[src/hdl/assert_macros.svh]
// assertion macros used by the rtl top level
`ifndef ASSERT_MACROS_SVH
`define ASSERT_MACROS_SVH

`ifndef ASSERT_OFF

// property must hold at every clock edge outside reset
`define ASSERT_ALWAYS(lbl, clk, rst, prop, msg) \
  lbl: assert property (@(posedge clk) disable iff (rst) prop) else $error(msg);

// condition must never be true outside reset
`define ASSERT_NEVER(lbl, clk, rst, cond, msg) \
  lbl: assert property (@(posedge clk) disable iff (rst) !(cond)) else $error(msg);

`else

`define ASSERT_ALWAYS(lbl, clk, rst, prop, msg)
`define ASSERT_NEVER(lbl, clk, rst, cond, msg)

`endif

`endif

[src/hdl/ctp_pkg.sv]
// types and constants of the countdown timer pool
`timescale 1ns / 1ps
`default_nettype none

package ctp_pkg;

  localparam int MAX_SLOTS = 16;
  localparam int OPCODE_W  = 2;
  localparam int DUR_W     = 32;
  localparam int SLOT_W    = 4;
  localparam int STATUS_W  = 2;
  localparam int MASK_W    = MAX_SLOTS;

  typedef logic [OPCODE_W-1:0] opcode_t;
  typedef logic [STATUS_W-1:0] status_t;

  localparam opcode_t OP_TICK    = 2'd0;
  localparam opcode_t OP_START   = 2'd1;
  localparam opcode_t OP_RELEASE = 2'd2;

  localparam status_t ST_OK    = 2'd0;
  localparam status_t ST_FULL  = 2'd1;
  localparam status_t ST_RANGE = 2'd2;

  typedef struct packed {
    opcode_t           opcode;
    logic [DUR_W-1:0]  duration;
    logic [SLOT_W-1:0] slot_sel;
  } cmd_t;

  typedef struct packed {
    status_t           status;
    logic [SLOT_W-1:0] slot_out;
    logic [MASK_W-1:0] done_mask;
  } res_t;

endpackage

`default_nettype wire

[src/hdl/countdown_timer_pool.sv]
// countdown timer pool top level: input register, slot array, result register
`timescale 1ns / 1ps
`default_nettype none

// Pool of NUM_SLOTS countdown timers driven by a command stream. opcode on
// s_axis_tuser selects tick, start or release (any other code is a no-op); each
// command beat gives one result beat with status, slot index and the done-flag
// mask after the command. A command beat is held in the input register until
// the result register is free or being read; the slot array then updates and
// the result register loads together. One command per clock is taken for as
// long as the result side is ready: the whole slot array (parallel decrement,
// lowest-free-slot pick, release) updates together with the result register.
module countdown_timer_pool
  import ctp_pkg::*;
#(
  parameter int NUM_SLOTS = 16
) (
  input  wire logic        clk,
  input  wire logic        rst,
  input  wire logic        s_axis_tvalid,
  output logic             s_axis_tready,
  // duration [31:0], slot_sel [35:32], zero pad [39:36]
  input  wire logic [39:0] s_axis_tdata,
  // opcode [1:0]
  input  wire logic [1:0]  s_axis_tuser,
  output logic             m_axis_tvalid,
  input  wire logic        m_axis_tready,
  // status [1:0], slot_out [5:2], done_mask [21:6], zero pad [23:22]
  output logic [23:0]      m_axis_tdata
);

  logic in_valid;
  cmd_t in_cmd;
  logic out_valid;
  res_t out_res;
  res_t res;
  logic advance;

  assign advance       = in_valid && (!out_valid || m_axis_tready);
  assign s_axis_tready = !in_valid || advance;

  always_ff @(posedge clk) begin
    if (rst) begin
      in_valid  <= 1'b0;
      out_valid <= 1'b0;
    end else begin
      if (s_axis_tready) begin
        in_valid <= s_axis_tvalid;
      end
      if (advance) begin
        out_valid <= 1'b1;
      end else if (m_axis_tready) begin
        out_valid <= 1'b0;
      end
    end
  end

  always_ff @(posedge clk) begin
    if (s_axis_tvalid && s_axis_tready) begin
      in_cmd.opcode   <= s_axis_tuser;
      in_cmd.duration <= s_axis_tdata[31:0];
      in_cmd.slot_sel <= s_axis_tdata[35:32];
    end
    if (advance) begin
      out_res <= res;
    end
  end

  ctp_slots #(
    .NUM_SLOTS(NUM_SLOTS)
  ) u_slots (
    .clk(clk),
    .rst(rst),
    .en (advance),
    .cmd(in_cmd),
    .res(res)
  );

  assign m_axis_tvalid = out_valid;
  assign m_axis_tdata  = {2'b00, out_res.done_mask, out_res.slot_out, out_res.status};

  `include "assert_macros.svh"

  // a held command always moves on when the result register is empty
  `ASSERT_ALWAYS(a_advance_when_empty, clk, rst,
    (in_valid && !out_valid) |=> out_valid, "held command did not reach result register")

  // a tick never fails and never names a slot
  `ASSERT_ALWAYS(a_tick_result, clk, rst,
    (advance && in_cmd.opcode == OP_TICK) |=> (out_res.status == ST_OK && out_res.slot_out == '0),
    "tick produced a nonzero status or slot")

  // pool full is only reported for a start
  `ASSERT_NEVER(a_full_only_on_start, clk, rst,
    advance && res.status == ST_FULL && in_cmd.opcode != OP_START,
    "pool full reported for a command other than start")

endmodule

`default_nettype wire

[src/hdl/ctp_slots.sv]
// slot array: counts, done flags, free-slot search and per-command update
`timescale 1ns / 1ps
`default_nettype none

module ctp_slots
  import ctp_pkg::*;
#(
  parameter int NUM_SLOTS = 16
) (
  input  wire logic clk,
  input  wire logic rst,
  input  wire logic en,
  input  wire cmd_t cmd,
  output res_t      res
);

  localparam logic [NUM_SLOTS-1:0] ONE = NUM_SLOTS'(1);

  logic [DUR_W-1:0]     remaining_ticks      [NUM_SLOTS];
  logic [DUR_W-1:0]     remaining_ticks_next [NUM_SLOTS];
  logic [NUM_SLOTS-1:0] done_flags;
  logic [NUM_SLOTS-1:0] done_flags_next;
  logic [NUM_SLOTS-1:0] free;
  logic [NUM_SLOTS-1:0] grant;
  logic                 sel_out_of_range;

  always_comb begin
    for (int i = 0; i < NUM_SLOTS; i++) begin
      free[i] = (remaining_ticks[i] == '0) && !done_flags[i];
    end
  end

  // lowest set bit of the free mask
  assign grant = free & (~free + ONE);

  assign sel_out_of_range = {1'b0, cmd.slot_sel} >= (SLOT_W + 1)'(NUM_SLOTS);

  always_comb begin
    remaining_ticks_next = remaining_ticks;
    done_flags_next      = done_flags;
    res.status           = ST_OK;
    res.slot_out         = '0;
    res.done_mask        = '0;
    case (cmd.opcode)
      OP_TICK: begin
        for (int i = 0; i < NUM_SLOTS; i++) begin
          if (remaining_ticks[i] != '0) begin
            remaining_ticks_next[i] = remaining_ticks[i] - DUR_W'(1);
            if (remaining_ticks[i] == DUR_W'(1)) begin
              done_flags_next[i] = 1'b1;
            end
          end
        end
      end
      OP_START: begin
        if (|free) begin
          for (int i = 0; i < NUM_SLOTS; i++) begin
            if (grant[i]) begin
              remaining_ticks_next[i] = cmd.duration;
              // zero duration expires on the spot
              if (cmd.duration == '0) begin
                done_flags_next[i] = 1'b1;
              end
              res.slot_out = res.slot_out | SLOT_W'(i);
            end
          end
        end else begin
          res.status = ST_FULL;
        end
      end
      OP_RELEASE: begin
        res.slot_out = cmd.slot_sel;
        if (sel_out_of_range) begin
          res.status = ST_RANGE;
        end else begin
          for (int i = 0; i < NUM_SLOTS; i++) begin
            if (cmd.slot_sel == SLOT_W'(i)) begin
              remaining_ticks_next[i] = '0;
              done_flags_next[i]      = 1'b0;
            end
          end
        end
      end
      default: begin
      end
    endcase
    for (int i = 0; i < NUM_SLOTS; i++) begin
      res.done_mask[i] = done_flags_next[i];
    end
  end

  always_ff @(posedge clk) begin
    if (rst) begin
      for (int i = 0; i < NUM_SLOTS; i++) begin
        remaining_ticks[i] <= '0;
      end
      done_flags <= '0;
    end else if (en) begin
      remaining_ticks <= remaining_ticks_next;
      done_flags      <= done_flags_next;
    end
  end

endmodule

`default_nettype wire

[config.mk]
export PLATFORM = sky130hd
export DESIGN_NAME = countdown_timer_pool
export DESIGN_NICKNAME = d
export VERILOG_FILES = /design/src/hdl/ctp_pkg.sv /design/src/hdl/countdown_timer_pool.sv /design/src/hdl/ctp_slots.sv
export VERILOG_INCLUDE_DIRS = /design/src /design/src/hdl
export SDC_FILE = /design/constraint.sdc
export NUM_CORES = 2
export LEC_CHECK = 0
export CELL_PAD_IN_SITES_DETAIL_PLACEMENT = 1
export CELL_PAD_IN_SITES_GLOBAL_PLACEMENT = 1
export CORE_MARGIN = 4
export CORE_UTILIZATION = 45
export CTS_BUF_LIST = sky130_fd_sc_hd__clkbuf_8
export DETAILED_ROUTE_END_ITERATION = 7
export DONT_BUFFER_PORTS = 1
export PLACE_DENSITY_LB_ADDON = 0.1
export SLEW_MARGIN = 5
export SYNTH_ARGS = -nofsm -noshare
export SYNTH_HDL_FRONTEND = slang
export SYNTH_SLANG_ARGS = --single-unit
[constraint.sdc]
create_clock -name clk -period 4.2 [get_ports clk]
set_input_delay 0.21 -clock clk [delete_from_list [all_inputs] [get_ports clk]]
set_output_delay 0.21 -clock clk [all_outputs]
set_load 0.05 [all_outputs]
==> flow_summary.ini <==
[timing]
period_share_pct = 97.9
tightestPinTransition_ns = 1.33
period_needed_ns = 4.11
finalSetupTns_ns = 0
hold_violations = 0
drv_slew = 0
setup_viol = 0
skew_ns = 0.0351
slew-limit-headroom_pct = 11.3
clock.fmax_mhz = 243

[global_route]
gr-total-overflow = 0
grt_pass1_wl_um = 251000
grt_max_degree = 453
track_usage_pct = 38.7
antenna_found_initial = 18
grt_pass1_vias = 40800

[min_path]
worstHoldEndpoint = in_cmd[31]
hp-start = s_axis_tdata[27]
min_path_type = primary input to flip-flop
min_path_cells = 1

[pwr]
cellLeakagePower_nw = 16.1
peakVddDrop_mv = 0.282
p_comb_share_pct = 38.7
internal_power_mw = 12.1
p_seq_share_pct = 31.2
powerDensity_nw_per_um2 = 486
sw_frac_of_total_pct = 41.0
pwr-share-clk_pct = 30.2
power.switching_mw = 8.41

[worst_setup_path]
crit_type = flip-flop to flip-flop
slowest_stage = or4b_4
worst-path-buf-inv = 3
critPathRequiredTime_ns = 4.82
max_stage_delay_ns = 0.66
rrSetupSlack_ns = 0.09
cp_max_fo = 9
setup.worst_path.end_class = flip-flop
worstReg2RegStart = u_slots.remaining_ticks[299]
crit_chain = or4_1 -> or4_1 -> or4b_4 -> nand4_4 -> buf_4 -> o211ai_2 -> buf_4 -> o31ai_1 -> a21oi_1 -> dlygate4sd3_1
r2r.worst_path.cells = 10
startpoint_type = flip-flop
crit_arrival_ns = 4.74
cp_top_family = simple AND/OR/NAND/NOR gates
r2r_end = u_slots.remaining_ticks[510]

[final_layout]
layout_commonest_cell = a21oi_1
most-common-layout-cells = 698 x a21oi_1, 670 x o21ai_0, 577 x nor2_1
area_growth_pct = 19.6
nNetsFinal = 5210
stdcell_count = 6258
drive_gt1_share_pct = 9.70

[detailed_routing]
dr_total_vias = 42100
via_per_inst = 6.73
wl_per_cell_um = 27.0
dr.pass1.iters = 6
drc = 0
postRouteAntennaNets = 0
routed_wl_um = 169000
drt-initial-drc-count = 4791

[floorplan]
rows = 102
start_util_pct = 45.5
dieWidth_um = 288
fp.dieH_um = 288
coreArea_um2 = 77600
num_io_pins = 72
die-area_um2 = 83000

[yosys]
ys_types = 84
ys.flop_type = dfxtp_1
yosysWarnings = 0
synthCells = 4908
synth_area_per_cell_um2 = 7.19
synth_edf_count = 59
ys_async_sr_fraction_pct = 0
yosysSeqAreaShare_pct = 35.1
syn-cell-area_um2 = 35300
synth-seq-cells = 589

[cts]
htree_levels = 3
numCtsBuffers = 109
clk_pin_slew_ns = 0.06
clock-sinks = 589
clock_path_buffers = 3
ctsRootBufferMaster = clkbuf_8
cts_tree = done
clock_latency_ns = 0.76

[placed_design]
gp_congestion = 0.981
dpl.cell_count = 5789
portBuffers = 0
dp_hpwl_um = 104000

[status]
outcome = complete, no violations

[flow_run]
maxCapViolCount = 0
## synth_stat cells, types with 25 or more instances
library cell / instances / area [um2]
nor3_1: 300 / 1500
and3_1: 79 / 494
a21o_1: 25 / 188
nor2_1: 580 / 2180
and2_1: 27 / 169
o31ai_1: 108 / 811
nand3_1: 135 / 676
inv_1: 80 / 300
a31oi_1: 71 / 444
a211oi_1: 35 / 263
ha_1: 51 / 638
nor3b_1: 26 / 195
o311ai_0: 66 / 578
buf_2: 35 / 175
o211ai_1: 61 / 458
a21oi_1: 700 / 3500
o21ai_1: 34 / 170
nand2b_1: 32 / 200
nor4_1: 142 / 888
edfxtp_1: 59 / 1770
or4_1: 41 / 308
o41ai_1: 36 / 315
dfxtp_1: 530 / 10600
nand4_1: 43 / 269
or3_1: 78 / 488
nand2_1: 300 / 1130
o21ai_0: 671 / 3360
clkbuf_1: 317 / 1190
## worst register-to-register path: cells and delay by family, from the launching register on
| kind | cells | cell delay, ns |
|---|---|---|
| AOI/OAI and AO/OA | 3 | 0.52 |
| buffers and inverters | 3 | 1.00 |
| DFF | 1 | 0.37 |
| and+or+nand+nor | 4 | 2.11 |
## worst max path at each step
| stage | startpoint | endpoint | slack [ns] | depth (start not counted) |
|---|---|---|---|---|
| after global routing | u_slots.remaining_ticks[386] | u_slots.remaining_ticks[393] | -0.03 | 10 |
| final | u_slots.remaining_ticks[299] | u_slots.remaining_ticks[510] | 0.09 | 10 |
| after detailed placement | u_slots.remaining_ticks[256] | u_slots.remaining_ticks[76] | 0.17 | 12 |
| after floorplan | u_slots.remaining_ticks[458] | m_axis_tdata[3] | 0.72 | 13 |
| after CTS | u_slots.remaining_ticks[361] | u_slots.remaining_ticks[368] | 0.01 | 11 |
| after global placement | u_slots.remaining_ticks[425] | u_slots.remaining_ticks[378] | 0.30 | 10 |
## power by group through the flow
stage	combinational (mW)	sequential, mW	clock (mW)
after floorplan	4.97	6.37	0
after global placement	7.05	6.47	0
after detailed placement	7.17	6.48	0
after CTS	7.40	6.37	6.23
after global routing	8.59	6.43	6.51
final	7.92	6.39	6.18
## stage by stage
| step | worst slack (ns) | util (%) | hold WS (ns) | total power, mW | cell area, um2 |
|---|---|---|---|---|---|
| 5_1_grt | -0.0275 | 54.4 | 0.0775 | 21.5 | 42200 |
| 2_1_floorplan | 0.716 | - | 0.309 | 11.3 | 35300 |
| 3_5_place_dp | 0.165 | 47.9 | 0.309 | 13.7 | 37100 |
| 4_1_cts | 0.0133 | 54.0 | -0.474 | 20.0 | 41900 |
| 3_3_place_gp | 0.304 | 47.9 | 0.309 | 13.5 | 37100 |
| 6_report | 0.0865 | 54.4 | 0.0825 | 20.5 | 42200 |
## what timing repair did
| item | in CTS | in global routing |
|---|---|---|
| hold buffers | 236 | 10 |
| resized for setup | 0 | 29 |
| buffers inserted | 0 | 6 |
| setup endpoints to repair | 0 | 219 |
| hold endpoints to repair | 491 | 252 |
## logic make-up after synthesis
logic type      count (synthesis)  share of synthesized area (%)
compound gates               1940                           32.0
xor+xnor                        1                         0.0248
fa+ha+maj                      51                           1.81
buf+inv                       461                           5.20
flops                         589                           35.1
other cells                     1                         0.0106
simple gates                 1865                           25.9
## layout make-up
cell class / count / area [um2]
clock inverter: 77 / 602
sequential: 589 / 12400
inverter: 80 / 305
fill: 9906 / 35400
antenna: 11 / 27.5
clock buffer: 128 / 1760
timing repair buffer: 472 / 4490
tap: 1040 / 1300
multi-input combinational: 3861 / 21400
## registers in the layout (all words and copies together), names as in the netlist
| register | flops |
|---|---|
| in_cmd | 38 |
| u_slots.remaining_ticks | 512 |
| m_axis_tvalid | 1 |
| m_axis_tdata | 21 |
| u_slots.done_flags | 16 |
| in_valid | 1 |
## per-layer routing
layer | global-route usage (%) | vias up | part of all wire, %
li1 | - | 18800 | -
met3 | 8.04 | 565 | 9.4
met2 | 58.4 | 2039 | 43
met5 | 0 | - | 0.060
met4 | 25.6 | 16 | 7.3
met1 | 50.0 | 20700 | 40
(Power assumes the default switching activity.)
